### src/wsa_pkg.sv
`timescale 1ns / 1ps
// ----------------------------------------------------------------------------
// wsa_pkg - shared definitions for the windowed sample averager
// Field widths, register indexes, saturation limits and the command and
// status bundles between the controller and the datapath.
// ----------------------------------------------------------------------------
package wsa_pkg;

    localparam int SAMPLE_WIDTH = 16;
    localparam int SUM_WIDTH    = 32;
    localparam int COUNT_WIDTH  = 16;
    localparam int TICK_WIDTH   = 16;
    localparam int CFG_WIDTH    = 16;
    localparam int CFG_IDX_W    = 1;
    localparam int STEP_W       = $clog2(SUM_WIDTH);

    localparam logic [TICK_WIDTH-1:0] WINDOW_RESET = TICK_WIDTH'(1000);

    localparam logic [SAMPLE_WIDTH-1:0] SAMPLE_MAX_BITS = {1'b0, {(SAMPLE_WIDTH-1){1'b1}}};
    localparam logic [SAMPLE_WIDTH-1:0] SAMPLE_MIN_BITS = {1'b1, {(SAMPLE_WIDTH-1){1'b0}}};
    localparam logic [SUM_WIDTH-1:0]    SUM_MAX_BITS    = {1'b0, {(SUM_WIDTH-1){1'b1}}};
    localparam logic [SUM_WIDTH-1:0]    SUM_MIN_BITS    = {1'b1, {(SUM_WIDTH-1){1'b0}}};

    typedef enum logic [CFG_IDX_W-1:0] {
        REG_WINDOW_TICKS   = 1'b0,
        REG_MAGNITUDE_MODE = 1'b1
    } t_cfg_reg;

    typedef struct packed {
        logic acc_en;    // take one tick word
        logic div_prep;  // split sign and magnitude of the window sum
        logic div_step;  // one quotient bit
        logic out_load;  // saturate quotient into the output register
    } t_cmd;

    typedef struct packed {
        logic win_close; // current tick word ends the window
        logic div_last;  // divider is on its final bit
        logic out_busy;  // output register holds a word not taken this cycle
    } t_sts;

endpackage

### src/wsa_ctrl.sv
`timescale 1ns / 1ps
// ----------------------------------------------------------------------------
// wsa_ctrl - sequencer for the windowed sample averager
// Runs ticks into the accumulator, then walks the bit-serial divider when a
// window closes and hands the result to the output register.
// ----------------------------------------------------------------------------
module wsa_ctrl
    import wsa_pkg::*;
(
    input  logic i_clk,
    input  logic i_rst_n,
    input  logic i_in_valid,
    input  t_sts i_sts,
    output t_cmd o_cmd,
    output logic o_in_ready
);

    typedef enum logic [3:0] {
        ST_RUN  = 4'b0001,
        ST_PREP = 4'b0010,
        ST_DIV  = 4'b0100,
        ST_DONE = 4'b1000
    } t_state;

    t_state r_state, n_state;

    always_comb begin
        n_state        = r_state;
        o_cmd          = '0;
        o_in_ready     = 1'b0;
        unique case (r_state)
            ST_RUN: begin
                o_in_ready   = 1'b1;
                o_cmd.acc_en = i_in_valid;
                if (i_in_valid && i_sts.win_close) begin
                    n_state = ST_PREP;
                end
            end
            ST_PREP: begin
                o_cmd.div_prep = 1'b1;
                n_state        = ST_DIV;
            end
            ST_DIV: begin
                o_cmd.div_step = 1'b1;
                if (i_sts.div_last) begin
                    n_state = ST_DONE;
                end
            end
            ST_DONE: begin
                // hold the quotient until the output register frees up
                if (!i_sts.out_busy) begin
                    o_cmd.out_load = 1'b1;
                    n_state        = ST_RUN;
                end
            end
            default: begin
                n_state = ST_RUN;
            end
        endcase
    end

    always_ff @(posedge i_clk) begin
        if (!i_rst_n) begin
            r_state <= ST_RUN;
        end else begin
            r_state <= n_state;
        end
    end

    a_div_ends_in_done: assert property (@(posedge i_clk) disable iff (!i_rst_n)
        (r_state == ST_DIV && i_sts.div_last) |=> (r_state == ST_DONE))
        else $error("divider finished without reaching the result state");

    a_load_only_when_free: assert property (@(posedge i_clk) disable iff (!i_rst_n)
        o_cmd.out_load |-> !i_sts.out_busy)
        else $error("output register overwritten while a word is pending");

endmodule

### src/wsa_dp.sv
`timescale 1ns / 1ps
// ----------------------------------------------------------------------------
// wsa_dp - datapath for the windowed sample averager
// Configuration registers, saturating sum and count, tick counter, a
// restoring divider that makes one quotient bit per cycle, and the output
// register.
// ----------------------------------------------------------------------------
module wsa_dp
    import wsa_pkg::*;
(
    input  logic                    i_clk,
    input  logic                    i_rst_n,
    input  logic                    i_cfg_we,
    input  logic [CFG_IDX_W-1:0]    i_cfg_idx,
    input  logic [CFG_WIDTH-1:0]    i_cfg_data,
    input  logic                    i_sample_valid,
    input  logic [SAMPLE_WIDTH-1:0] i_sample,
    input  logic                    i_out_ready,
    input  t_cmd                    i_cmd,
    output t_sts                    o_sts,
    output logic                    o_out_valid,
    output logic [SAMPLE_WIDTH-1:0] o_average,
    output logic [COUNT_WIDTH-1:0]  o_samples_used
);

    logic [TICK_WIDTH-1:0]   r_window;
    logic                    r_mag;
    logic [SUM_WIDTH-1:0]    r_sum;
    logic [COUNT_WIDTH-1:0]  r_count;
    logic [TICK_WIDTH-1:0]   r_elapsed;
    logic [SUM_WIDTH-1:0]    r_quo;
    logic [COUNT_WIDTH-1:0]  r_rem;
    logic [COUNT_WIDTH-1:0]  r_den;
    logic [COUNT_WIDTH-1:0]  r_snap_count;
    logic                    r_neg;
    logic [STEP_W-1:0]       r_step;
    logic                    r_out_valid;
    logic [SAMPLE_WIDTH-1:0] r_average;
    logic [COUNT_WIDTH-1:0]  r_samples_used;

    logic [SAMPLE_WIDTH-1:0] s_val;
    logic [SUM_WIDTH:0]      sum_wide;
    logic [SUM_WIDTH-1:0]    n_sum;
    logic [COUNT_WIDTH-1:0]  n_count;
    logic [TICK_WIDTH-1:0]   n_elapsed;
    logic [COUNT_WIDTH:0]    rem_sh;
    logic                    rem_ge;
    logic [SAMPLE_WIDTH-1:0] n_average;

    // magnitude mode folds negative samples, most negative one clips to max
    always_comb begin
        s_val = i_sample;
        if (r_mag && i_sample[SAMPLE_WIDTH-1]) begin
            s_val = (i_sample == SAMPLE_MIN_BITS) ? SAMPLE_MAX_BITS : (~i_sample + 1'b1);
        end
    end

    always_comb begin
        sum_wide = {r_sum[SUM_WIDTH-1], r_sum}
                 + {{(SUM_WIDTH+1-SAMPLE_WIDTH){s_val[SAMPLE_WIDTH-1]}}, s_val};
        n_sum   = r_sum;
        n_count = r_count;
        if (i_sample_valid) begin
            if (sum_wide[SUM_WIDTH] != sum_wide[SUM_WIDTH-1]) begin
                n_sum = sum_wide[SUM_WIDTH] ? SUM_MIN_BITS : SUM_MAX_BITS;
            end else begin
                n_sum = sum_wide[SUM_WIDTH-1:0];
            end
            if (r_count != '1) begin
                n_count = r_count + 1'b1;
            end
        end
        n_elapsed = (r_elapsed != '1) ? (r_elapsed + 1'b1) : r_elapsed;
    end

    assign rem_sh = {r_rem, r_quo[SUM_WIDTH-1]};
    assign rem_ge = (rem_sh >= {1'b0, r_den});

    // clip the quotient back into the sample range and restore the sign
    always_comb begin
        if (r_neg) begin
            if (r_quo > {{(SUM_WIDTH-SAMPLE_WIDTH){1'b0}}, SAMPLE_MIN_BITS}) begin
                n_average = SAMPLE_MIN_BITS;
            end else begin
                n_average = ~r_quo[SAMPLE_WIDTH-1:0] + 1'b1;
            end
        end else begin
            if (r_quo > {{(SUM_WIDTH-SAMPLE_WIDTH){1'b0}}, SAMPLE_MAX_BITS}) begin
                n_average = SAMPLE_MAX_BITS;
            end else begin
                n_average = r_quo[SAMPLE_WIDTH-1:0];
            end
        end
    end

    assign o_sts.win_close = (n_elapsed >= r_window);
    assign o_sts.div_last  = (r_step == '0);
    assign o_sts.out_busy  = r_out_valid && !i_out_ready;

    always_ff @(posedge i_clk) begin
        if (!i_rst_n) begin
            r_window    <= WINDOW_RESET;
            r_mag       <= 1'b0;
            r_sum       <= '0;
            r_count     <= '0;
            r_elapsed   <= '0;
            r_step      <= '0;
            r_out_valid <= 1'b0;
        end else begin
            if (i_cfg_we) begin
                unique case (t_cfg_reg'(i_cfg_idx))
                    REG_WINDOW_TICKS:   r_window <= i_cfg_data[TICK_WIDTH-1:0];
                    REG_MAGNITUDE_MODE: r_mag    <= i_cfg_data[0];
                    default:            r_mag    <= r_mag;
                endcase
            end
            if (i_cmd.acc_en) begin
                if (o_sts.win_close) begin
                    r_sum     <= '0;
                    r_count   <= '0;
                    r_elapsed <= '0;
                end else begin
                    r_sum     <= n_sum;
                    r_count   <= n_count;
                    r_elapsed <= n_elapsed;
                end
            end
            if (i_cmd.div_prep) begin
                r_step <= STEP_W'(SUM_WIDTH - 1);
            end else if (i_cmd.div_step) begin
                r_step <= r_step - 1'b1;
            end
            if (i_cmd.out_load) begin
                r_out_valid <= 1'b1;
            end else if (i_out_ready) begin
                r_out_valid <= 1'b0;
            end
        end
    end

    always_ff @(posedge i_clk) begin
        if (i_cmd.acc_en && o_sts.win_close) begin
            r_quo        <= n_sum;
            r_snap_count <= n_count;
        end else if (i_cmd.div_prep) begin
            r_neg <= r_quo[SUM_WIDTH-1];
            r_quo <= r_quo[SUM_WIDTH-1] ? (~r_quo + 1'b1) : r_quo;
            r_rem <= '0;
            r_den <= (r_snap_count == '0) ? COUNT_WIDTH'(1) : r_snap_count;
        end else if (i_cmd.div_step) begin
            r_rem <= rem_ge ? COUNT_WIDTH'(rem_sh - {1'b0, r_den})
                            : rem_sh[COUNT_WIDTH-1:0];
            r_quo <= {r_quo[SUM_WIDTH-2:0], rem_ge};
        end
        if (i_cmd.out_load) begin
            r_average      <= n_average;
            r_samples_used <= r_snap_count;
        end
    end

    assign o_out_valid    = r_out_valid;
    assign o_average      = r_average;
    assign o_samples_used = r_samples_used;

    a_window_clears: assert property (@(posedge i_clk) disable iff (!i_rst_n)
        (i_cmd.acc_en && o_sts.win_close)
        |=> (r_sum == '0 && r_count == '0 && r_elapsed == '0))
        else $error("accumulators not cleared at window end");

    a_rem_below_den: assert property (@(posedge i_clk) disable iff (!i_rst_n)
        i_cmd.div_step |-> (r_rem < r_den))
        else $error("divider remainder reached the divisor");

    a_den_nonzero: assert property (@(posedge i_clk) disable iff (!i_rst_n)
        i_cmd.div_step |-> (r_den != '0))
        else $error("divider running with a zero divisor");

    a_out_sets_valid: assert property (@(posedge i_clk) disable iff (!i_rst_n)
        i_cmd.out_load |=> r_out_valid)
        else $error("loaded result not presented");

endmodule

### src/windowed_sample_averager_unit.sv
`timescale 1ns / 1ps
// ----------------------------------------------------------------------------
// windowed_sample_averager_unit - boxcar average over a tick window
//
//   channel  | valid        | ready        | payload
//   ---------+--------------+--------------+-------------------------------
//   tick in  | i_in_valid   | o_in_ready   | i_sample_valid, i_sample
//   avg out  | o_out_valid  | i_out_ready  | o_average, o_samples_used
//   config   | i_cfg_we     | (none)       | i_cfg_idx, i_cfg_data
//
// A tick word that does not close the window keeps the block in its run state.
// A closing tick holds off the next tick word while the block first splits the
// sign, then the restoring divider yields one quotient bit per cycle, then the
// result is clipped into the output register.
// If the previous average still sits in the output register, the loading
// cycle waits until it is taken.
// Reset is synchronous: window 1000 ticks, signed mode, all counters zero.
// ----------------------------------------------------------------------------
module windowed_sample_averager_unit
    import wsa_pkg::*;
(
    input  logic                    i_clk,
    input  logic                    i_rst_n,
    input  logic                    i_cfg_we,
    input  logic [CFG_IDX_W-1:0]    i_cfg_idx,
    input  logic [CFG_WIDTH-1:0]    i_cfg_data,
    input  logic                    i_in_valid,
    output logic                    o_in_ready,
    input  logic                    i_sample_valid,
    input  logic [SAMPLE_WIDTH-1:0] i_sample,
    output logic                    o_out_valid,
    input  logic                    i_out_ready,
    output logic [SAMPLE_WIDTH-1:0] o_average,
    output logic [COUNT_WIDTH-1:0]  o_samples_used
);

    t_cmd cmd;
    t_sts sts;

    wsa_ctrl u_ctrl (
        .i_clk      (i_clk),
        .i_rst_n    (i_rst_n),
        .i_in_valid (i_in_valid),
        .i_sts      (sts),
        .o_cmd      (cmd),
        .o_in_ready (o_in_ready)
    );

    wsa_dp u_dp (
        .i_clk          (i_clk),
        .i_rst_n        (i_rst_n),
        .i_cfg_we       (i_cfg_we),
        .i_cfg_idx      (i_cfg_idx),
        .i_cfg_data     (i_cfg_data),
        .i_sample_valid (i_sample_valid),
        .i_sample       (i_sample),
        .i_out_ready    (i_out_ready),
        .i_cmd          (cmd),
        .o_sts          (sts),
        .o_out_valid    (o_out_valid),
        .o_average      (o_average),
        .o_samples_used (o_samples_used)
    );

endmodule

### config.mk
export PLATFORM = sky130hd
export DESIGN_NAME = windowed_sample_averager_unit
export DESIGN_NICKNAME = d
export VERILOG_FILES = /design/src/wsa_pkg.sv /design/src/wsa_ctrl.sv /design/src/wsa_dp.sv /design/src/windowed_sample_averager_unit.sv
export SDC_FILE = /design/constraint.sdc
export NUM_CORES = 1
export LEC_CHECK = 0
export BUFFER_PORTS_ARGS = -buffer_cell sky130_fd_sc_hd__buf_2
export CELL_PAD_IN_SITES_DETAIL_PLACEMENT = 2
export CELL_PAD_IN_SITES_GLOBAL_PLACEMENT = 2
export CORE_MARGIN = 2
export CORE_UTILIZATION = 30
export DETAILED_ROUTE_END_ITERATION = 8
export HOLD_SLACK_MARGIN = 0.02
export PLACE_DENSITY = 0.68
export SLEW_MARGIN = 25
export SYNTH_ARGS = -nofsm -noshare
export SYNTH_HDL_FRONTEND = slang
export SYNTH_SLANG_ARGS = --single-unit
### constraint.sdc
create_clock -name i_clk -period 7.8 [get_ports i_clk]
set_clock_uncertainty 0.2 [all_clocks]
set_input_delay 0.39 -clock i_clk [delete_from_list [all_inputs] [get_ports i_clk]]
set_output_delay 0.39 -clock i_clk [all_outputs]
set_load 0.05 [all_outputs]
### After elaboration in Yosys (flattened, before gate mapping)

Index checks and enable logic that the tools add are counted.

| operators by class | value |
|---|---|
| add/subtract/negate cells | 8 |
| order comparisons | 4 |
| equal/unequal tests | 12 |
| muxes and demuxes | 34 |
| bitwise gates (word level) | 5 |
| reductions and logical operators | 16 |

Operators with widths:

| operator | number |
|---|---|
| 32-bit 2-to-1 mux | 8 |
| 16-bit 2-to-1 mux | 12 |
| 16-bit by 1-bit adder with 16-bit output, second input constant | 4 |
| 32-bit by 16-bit adder with 33-bit output | 1 |
| 32-bit by 1-bit adder with 32-bit output, second input constant | 1 |
| 32-bit by 15-bit > comparator with 1-bit output, second input constant | 1 |
| 32-bit by 16-bit > comparator with 1-bit output, second input constant | 1 |
| 16-bit != test, second input constant | 2 |
| 16-bit inverter | 2 |
| 32-bit inverter | 1 |
| 17-bit by 16-bit >= comparator with 1-bit output | 1 |
| 16-bit == test, second input constant | 1 |
| 16-bit >= comparator | 1 |
| 16-bit logical NOT | 1 |
| 4-bit case mux with 4 select lines | 1 |
| 16-bit subtractor | 1 |
| 4-bit 2-to-1 mux | 3 |
| 5-bit 2-to-1 mux | 2 |
| 2-bit AND reduction | 5 |
| 1-bit 2-to-1 mux | 8 |
| 5-bit logical NOT | 1 |
| 5-bit by 1-bit subtractor with 5-bit output, second input constant | 1 |
| 4-bit by 1-bit == test with 1-bit output, second input constant | 1 |
| 4-bit by 2-bit == test with 1-bit output, second input constant | 1 |
| other kinds (12) | 18 |

| storage, ports and cells | value |
|---|---|
| register bits after elaboration | 204 |
| input bits | 39 |
| output and inout bits | 34 |
| word-level logic and storage cells | 95 |

### Logic depth before layout (Yosys ltp)

Gate-level depths: netlist of the first run.

| depth | value |
|---|---|
| word-level depth | 9 |
| mapped depth | 24 |
| depth with buffers taken out | 21 |

### By module

A second synthesis of the first run with hierarchy kept.

| second synthesis, totals | value |
|---|---|
| cells, all modules | 1621 |
| area total of the unflattened synthesis | 13756.9 um^2 |

By module, submodules not included:

| module | instances | cells each | area an instance (um^2) | seq. area each (um^2) |
|---|---|---|---|---|
| wsa_dp | 1 | 1596 | 13523.0 | 5134.9 |
| wsa_ctrl | 1 | 25 | 234.0 | 80.1 |

### Worst setup path before layout of the first run

No wires, ideal clock.

| path | value |
|---|---|
| kind | input -> register |
| start | in i_sample[1] |
| end | reg u_dp.r_quo[10] (data pin) |
| setup time | 0.272 ns |
| arrival | 5.644 ns |
| data required time | 7.328 ns |
| slack | 1.685 ns |
| stages | 19 |
| path buffers | 1 |
| cell sequence | or3_1 > or3_1 > or3_1 > or3_1 > or3_1 > nor3_2 > nand3_1 > a21boi_1 > ha_1 > a21o_1 > a21o_1 > a21o_1 > a2111oi_0 > o221a_2 > o31ai_4 > mux2_2 > buf_2 > o211ai_1 > o2111ai_1 |

| between the ends | value |
|---|---|
| word-level cells in the longest chain between the ends | 9 |
| elaborated cells between the ends (all ways) | 11 |
| those cells by class | add/sub: 2; eq/ne: 2; mux: 6; bitwise: 1 |

RTL lines:

| element | line | source |
|---|---|---|
| start, declared | windowed_sample_averager_unit.sv:30 | `input logic [SAMPLE_WIDTH-1:0] i_sample,` |
| 16-bit inverter | wsa_dp.sv:54 | `s_val = (i_sample == SAMPLE_MIN_BITS) ? SAMPLE_MAX_BITS : (~i_sample + 1'b1);` |
| 16-bit by 1-bit adder with 16-bit output | wsa_dp.sv:54 |  |
| 16-bit 2-to-1 mux | wsa_dp.sv:54 |  |
| 16-bit 2-to-1 mux (*) | wsa_dp.sv:53 | `if (r_mag && i_sample[SAMPLE_WIDTH-1]) begin` |
| 32-bit by 16-bit adder with 33-bit output (*) | wsa_dp.sv:60 | `+ {{(SUM_WIDTH+1-SAMPLE_WIDTH){s_val[SAMPLE_WIDTH-1]}}, s_val};` |
| 32-bit 2-to-1 mux or 1-bit != test (tied branches) | wsa_dp.sv:65, wsa_dp.sv:64 |  |
| 32-bit 2-to-1 mux (*) | wsa_dp.sv:64 | `if (sum_wide[SUM_WIDTH] != sum_wide[SUM_WIDTH-1]) begin` |
| 32-bit 2-to-1 mux (*) | wsa_dp.sv:63 | `if (i_sample_valid) begin` |
| 32-bit 2-to-1 mux (*) | wsa_dp.sv:142 | `if (i_cmd.acc_en && o_sts.win_close) begin` |
| end signal, assigned | wsa_dp.sv:143 | `r_quo <= n_sum;` |
| end signal, assigned | wsa_dp.sv:147 | `r_quo <= r_quo[SUM_WIDTH-1] ? (~r_quo + 1'b1) : r_quo;` |
| end signal, assigned | wsa_dp.sv:153 | `r_quo <= {r_quo[SUM_WIDTH-2:0], rem_ge};` |
| end, declared | wsa_dp.sv:31 | `logic [SUM_WIDTH-1:0] r_quo;` |

Every way passes the cells marked *; elsewhere a longest branch is shown, timed or not.
A chain may end at the register's enable or synchronous reset.

### Worst setup path in the final report of the first run

| path | value |
|---|---|
| start | in i_sample[1] |
| end | reg u_dp.r_quo[9] (data pin) |

Same word-level chain as after synthesis.

==> run summary, run 1 <==
status: completed
Synth Warn #: 0
post-synth top area cell: edfxtp_1
worst path cell trace: buf_2, or3_1, or3_1, or3_1, or3_1, or3_1, nor3_2, nand3_1, a21boi_1, buf_4, ha_1, a21o_1, a21o_1, a21oi_1, nand2_1, o21ai_1, o22ai_1, mux2i_2, o21ai_1, a221o_1
path depth of the worst reg2reg path: 19
Seq cells post-synth: 204
Total Power: 2730 uW
Worst slew margin: 34.5%
first-pass GRT wire length: 71400 um
VDD IR max: 0.000138 V
Synth Instances: 1489
final setup vio count: 0
maximum root-to-sink buffer count: 3
Netlist cell types: 90
root cell of the clock tree: clkbuf_16
Final Max Slew Viols: 0
First-pass DRT Iterations: 5
Max Cap Viol: 0
H-Tree Depth: 1
ant diodes: 0
Fin Setup TNS: 0 ns
area grow syn2layout: 14.0%
startpoint types: primary input
via-per-instance ratio: 5.46
most used cell along the critical path: or3_1
Worst path max stage delay: 0.73 ns
syn_nets: 1601
Synth Flop Type: edfxtp_1
placed wire-length estimate: 32500 um
via count: 11668
Final Net Count: 1639
Layout Utilization: 34.5%
clock-pin slew on the worst setup and hold paths: 0.06 ns
Detailed Route Iter0 Violations: 672
commonest non-fill, non-tap cell in the layout: nand2_1
Die Ht: 215 um
DRT antenna net count: 0
residual DRC count: 0
top post-synthesis cells by area: edfxtp_1 25%, dfxtp_1 14%, ha_1 6.6%
number of fill cells: 4927
routed length per instance: 20.4 um
# IOs: 73
Synth Cell Area: 13400 um^2
Leak Pwr: 0.00563 uW
endpoint class of the critical path: flop
I/O Buffers: 72
critical path arrival: 6.50 ns
Slew @ Worst Pin: 0.981 ns
fin crit period: 6.42 ns
CTS Sinks: 204
Seq/Total Area, Yosys: 39.0%
Clock Latency Late Sink: 0.56 ns
vias in the first global route: 12516
Die Width: 215 um
worst path required time: 7.89 ns
DIE AREA: 46200 um^2
Final Hold Viols: 0
pin count of the biggest net entering global routing: 70
RSZ-0062 raised after global routing: false
Post-synth EDFFs: 113
Async SR Flop Fraction: 0%
Final period util: 82.3%
initial antenna violation count: 0
Detailed Route WL: 43700 um
f_max: 0.156 GHz
GR Overflow Total: 0
initial core utilization: 30.3%
Core ar.: 44100 um^2
# Post-CTS Setup Buffers: 0
cts bufs inserted: 25
Crit Path Category: primary input to flop
Hold Crit Depth: 3
RD Place Congestion: 0.813
power density cells: 179 nW/um^2
total global-route track usage: 18.8%
crit-path max FO: 12
syn_area_per_cell: 8.97 um^2
post-synth top area share: 25.4%
share of cells above drive strength 1: 11.2%
Slowest-stage cell, CP: a21boi_1
FP Rows: 77
CTS tree: yes
most frequent cells in the layout: 142 x nand2_1, 118 x a21oi_1, 113 x edfxtp_1
Hold Path Class: primary input to flop
## flip-flops by register name, indices dropped and copies added, names as in the netlist
name                 count
u_dp.r_window           16
u_dp.r_rem              16
u_dp.r_mag               1
u_dp.o_out_valid         1
u_dp.r_elapsed          16
u_dp.o_average          16
u_dp.r_snap_count       16
u_dp.o_samples_used     16
u_ctrl.r_state           4
u_dp.r_sum              32
u_dp.r_count            16
u_dp.r_neg               1
u_dp.r_quo              32
u_dp.r_step              5
u_dp.r_den              16
## report_power, final
group | switching, uW | internal (uW) | total (uW)
Combinational | 249 | 153 | 402
Sequential | 27.9 | 1150 | 1170
Clock | 487 | 665 | 1150
## final timing paths
path,start,to,slack (ns)
hold reg to reg,u_dp.r_window[1],u_dp.r_window[1],0.27
setup / recovery,i_sample[1],u_dp.r_quo[9],1.38
setup reg to reg,u_dp.r_elapsed[4],u_dp.r_quo[2],2.22
hold / removal,i_out_ready,u_dp.o_out_valid,0.07
## worst max-delay path, delay by kind of cell
family                     cells  cell delay, ns
and+or+nand+nor                8            2.26
buffers and inverters          2            0.44
muxes                          1            0.56
adders and majority gates      1            0.25
AOI/OAI and AO/OA              8            2.60
## area by class of cell
cell class                 instances  area (um^2)  area share, %
tap                              592          741           4.86
inverter                          71          267           1.75
clock inverter                    15          121          0.797
sequential                       204         5220           34.2
timing repair buffer             107          671           4.40
clock buffer                      31          689           4.53
multi-input combinational       1118         7530           49.4
## timing repair
| item | in CTS | in global routing |
|---|---|---|
| endpoints found under the hold margin | 18 | 0 |
| gates resized for setup | 0 | 0 |
| endpoints found under the setup margin | 0 | 0 |
| hold buffers | 19 | 0 |
## metrics by stage
| stage | hold slack [ns] | instances | instance area [um^2] | setup WS (ns) |
|---|---|---|---|---|
| 6_report | 0.0699 | 2138 | 15200 | 1.38 |
| 4_1_cts | 0.0431 | 2138 | 15200 | 1.12 |
| 2_1_floorplan | 0.224 | 1489 | 13400 | 1.68 |
| 3_5_place_dp | 0.267 | 2073 | 14200 | 0.567 |
| 5_1_grt | 0.0884 | 2138 | 15200 | 0.910 |
| 3_3_place_gp | 0.258 | 2073 | 14200 | 0.709 |
## cells in the mapped netlist (8+ instances only)
cell,number
buf_2,9
o211ai_1,18
nand4_1,17
xor2_1,26
nor2_1,63
and2_1,11
o2111ai_1,10
and3_1,17
o311ai_1,10
edfxtp_1,113
a21boi_0,37
nor4_1,12
nor2b_1,27
o21ai_0,51
o21ai_1,31
clkbuf_1,79
xnor2_1,52
nand3_1,44
a22o_1,16
a21o_1,26
dfxtp_1,91
or3_1,24
nor3_1,41
a31oi_1,24
inv_1,68
a21boi_1,8
o21a_1,25
a221oi_1,10
nand2b_1,22
a211oi_1,16
o2bb2ai_1,15
a22oi_1,11
a221o_1,10
nand2_1,142
ha_1,71
nand3b_1,8
a21oi_1,120
## routing by layer
metal	GRT usage, %	up-vias	wire (um)
met4	3.49	0	643
met2	31.9	95	20600
met5	0	-	0
met1	26.4	5884	21500
met3	1.49	43	1020
li1	-	5646	-
## logic make-up (layout without fill, tap and decap cells)
kind of cell / Yosys count / after routing / synth area share, %
buffers and inverters: 167 / 224 / 4.98
multiplexers: 9 / 9 / 0.712
flip-flops: 204 / 204 / 39.0
AND/OR/NAND/NOR: 458 / 458 / 17.6
XOR/XNOR: 78 / 78 / 5.11
AO/OA/AOI/OAI: 500 / 500 / 25.6
adder cells (fa/ha/maj): 73 / 73 / 6.95
Note: power is estimated with default switching activity, not from simulation.
==> inputs of run 2 (changes only) <==
clock period = 6.4 ns   (was 7.8 ns; I/O delays follow)
==> run 2 against run 1 <==
Against the previous run: first-iteration DRC count down 9.4%; cell count up 0.75%; sequential power up 22%; critical path depth up 4; clock-buffer cell count down 4; critical path type unchanged.
==> run summary, run 2 (same netlist as run 1, synthesis figures left out) <==
final setup vio count: 0 (unchanged)
total global-route track usage: 19.0% (was 18.8%)
Hold Crit Depth: 5 (was 3)
RD Place Congestion: 0.812 (was 0.813)
f_max: 0.167 GHz
Die Ht: 215 um (unchanged)
Die Width: 215 um (unchanged)
via-per-instance ratio: 5.44 (was 5.46)
Final Net Count: 1654 (was 1639)
most frequent cells in the layout: 142 x nand2_1, 119 x a21oi_1, 113 x edfxtp_1 (was 142 x nand2_1, 118 x a21oi_1, 113 x edfxtp_1)
path depth of the worst reg2reg path: 18 (was 19)
Final Hold Viols: 0 (unchanged)
Core ar.: 44100 um^2 (unchanged)
status: completed (unchanged)
routed length per instance: 20.5 um (was 20.4 um)
Detailed Route WL: 44100 um (was 43700 um)
pin count of the biggest net entering global routing: 70 (unchanged)
Psw: 961 uW (was 764 uW)
final worst slack: 0.409 ns (was 1.38 ns)
crit-path max FO: 9 (was 12)
vias in the first global route: 12662 (was 12516)
endpoint class of the critical path: flop (unchanged)
CTS tree: yes (unchanged)
startpoint types: primary input (unchanged)
worst path required time: 6.49 ns (was 7.89 ns)
first-pass GRT wire length: 71700 um (was 71400 um)
Crit Reg-Reg Startpoint: u_dp.r_elapsed[4] (unchanged)
P_int: 2500 uW (was 1960 uW)
ant diodes: 0 (unchanged)
DRT antenna net count: 0 (unchanged)
Leak Pwr: 0.00574 uW (was 0.00563 uW)
Layout Utilization: 35.0% (was 34.5%)
Placed Cells: 2084 (was 2073)
Sw Ratio: 27.8% (was 28.0%)
sequential share of power: 41.3% (was 43.0%)
Detailed Route Iter0 Violations: 609 (was 672)
First-pass DRT Iterations: 5 (unchanged)
# IOs: 73 (unchanged)
share of cells above drive strength 1: 11.8% (was 11.2%)
I/O Buffers: 72 (unchanged)
Clock Latency Late Sink: 0.57 ns (was 0.56 ns)
number of fill cells: 4959 (was 4927)
Largest regs: u_dp.r_quo x32, u_dp.r_sum x32 (unchanged)
via count: 11724 (was 11668)
FP Rows: 77 (unchanged)
R2R Path End: u_dp.r_quo[2] (unchanged)
Final Max Slew Viols: 0 (unchanged)
Slew @ Worst Pin: 0.992 ns (was 0.981 ns)
Hold Path End: u_dp.r_window[0] (was u_dp.o_out_valid)
hold path startpoint: i_cfg_idx (was i_out_ready)
VDD IR max: 0.000214 V (was 0.000138 V)
root cell of the clock tree: clkbuf_16 (unchanged)
critical path arrival: 6.08 ns (was 6.50 ns)
CTS Sinks: 204 (unchanged)
R2R Setup Slk: 0.92 ns (was 2.22 ns)
Clock Power Share: 44.2% (was 42.2%)
RSZ-0062 raised after global routing: false (unchanged)
Crit Path Category: primary input to flop (unchanged)
Layout Cells excl Fill: 2154 (was 2138)
residual DRC count: 0 (unchanged)
area grow syn2layout: 15.6% (was 14.0%)
part of the power in combinational logic: 14.5% (was 14.7%)
cts bufs inserted: 26 (was 25)
initial antenna violation count: 0 (unchanged)
clock-pin slew on the worst setup and hold paths: 0.06 ns (about the same)
maximum root-to-sink buffer count: 3 (unchanged)
Hold Path Class: primary input to flop (unchanged)
Final period util: 93.6%
fin crit period: 5.99 ns
initial core utilization: 30.3% (unchanged)
GR Overflow Total: 0 (unchanged)
Place WS: -0.185 ns (was 0.567 ns)
placed wire-length estimate: 32700 um (was 32500 um)
Total Power: 3460 uW (was 2730 uW)
Worst slew margin: 33.8% (was 34.5%)
H-Tree Depth: 1 (unchanged)
commonest non-fill, non-tap cell in the layout: nand2_1 (unchanged)
power density cells: 224 nW/um^2 (was 179 nW/um^2)
DIE AREA: 46200 um^2 (unchanged)
Max Cap Viol: 0 (unchanged)
==> run 2: how the worst max path moves through the flow <==
stage,depth (start not counted),from,end,slack [ns]
final,24,i_sample[0],u_dp.r_quo[11],0.41
after floorplan,19,i_sample[1],u_dp.r_quo[10],0.35
after global routing,24,i_sample[0],u_dp.r_quo[11],0.04
after CTS,22,i_sample[0],u_dp.r_quo[2],0.37
after detailed placement,22,i_sample[0],u_dp.r_quo[26],-0.19
after global placement,23,i_sample[0],u_dp.r_quo[10],0.04
==> run 2: what timing repair did <==
action | 4_1_cts | 5_1_grt
resized for setup | 0 | 2
hold buffers | 21 | 0
endpoints found under the setup margin | 0 | 6
endpoints found under the hold margin | 19 | 0
setup buffers | 0 | 0
==> run 2: critical path, stage by stage <==
cell,delay [ns]
buf_2,0.12
inv_1,0.08
ha_1,0.20
or3b_1,0.41
or3_1,0.36
or3_1,0.37
or3_4,0.37
nor3_4,0.22
nand4b_4,0.20
buf_4,0.22
a21oi_1,0.15
nor2_1,0.06
a31oi_1,0.15
ha_1,0.26
o211ai_1,0.14
o211ai_1,0.41
nand2_1,0.18
a21oi_2,0.24
a31oi_2,0.17
o31ai_4,0.48
mux2i_1,0.32
buf_4,0.20
o21ai_1,0.12
a221o_1,0.31
==> run 2: area by class of cell <==
| cell class | instances | area [um^2] | share of cell area (%) |
|---|---|---|---|
| Tap cell | 592 | 741 | 4.79 |
| Timing Repair Buffer | 121 | 813 | 5.26 |
| Multi-Input combinational cell | 1118 | 7520 | 48.7 |
| Inverter | 71 | 267 | 1.73 |
| Clock inverter | 21 | 236 | 1.53 |
| Sequential cell | 204 | 5220 | 33.8 |
| Clock buffer | 27 | 654 | 4.24 |
==> run 2: power by group through the flow <==
stage               logic [uW]  registers [uW]  clock network [uW]
finish                     502            1430                1530
global route               559            1430                1620
CTS                        502            1430                1570
detailed placement         489            1460                   0
global placement           475            1460                   0
floorplan                  341            1440                   0
==> run 2: metal layers <==
| metal | track usage (%) | vias to the layer above | part of all wire [%] |
|---|---|---|---|
| li1 | - | 5665 | - |
| met1 | 26.2 | 5905 | 49 |
| met2 | 32.3 | 113 | 47 |
| met3 | 1.67 | 41 | 2.2 |
| met4 | 3.95 | 0 | 1.5 |
| met5 | 0 | - | 0 |
==> run 2: metrics by stage <==
step | cell area (um^2) | hold slack [ns] | TNS [ns]
4_1_cts | 15400 | 0.0794 | 0
2_1_floorplan | 13400 | 0.224 | 0
3_5_place_dp | 14300 | 0.263 | -2.74
3_3_place_gp | 14300 | 0.255 | 0
5_1_grt | 15400 | 0.133 | 0
6_report | 15400 | 0.102 | 0
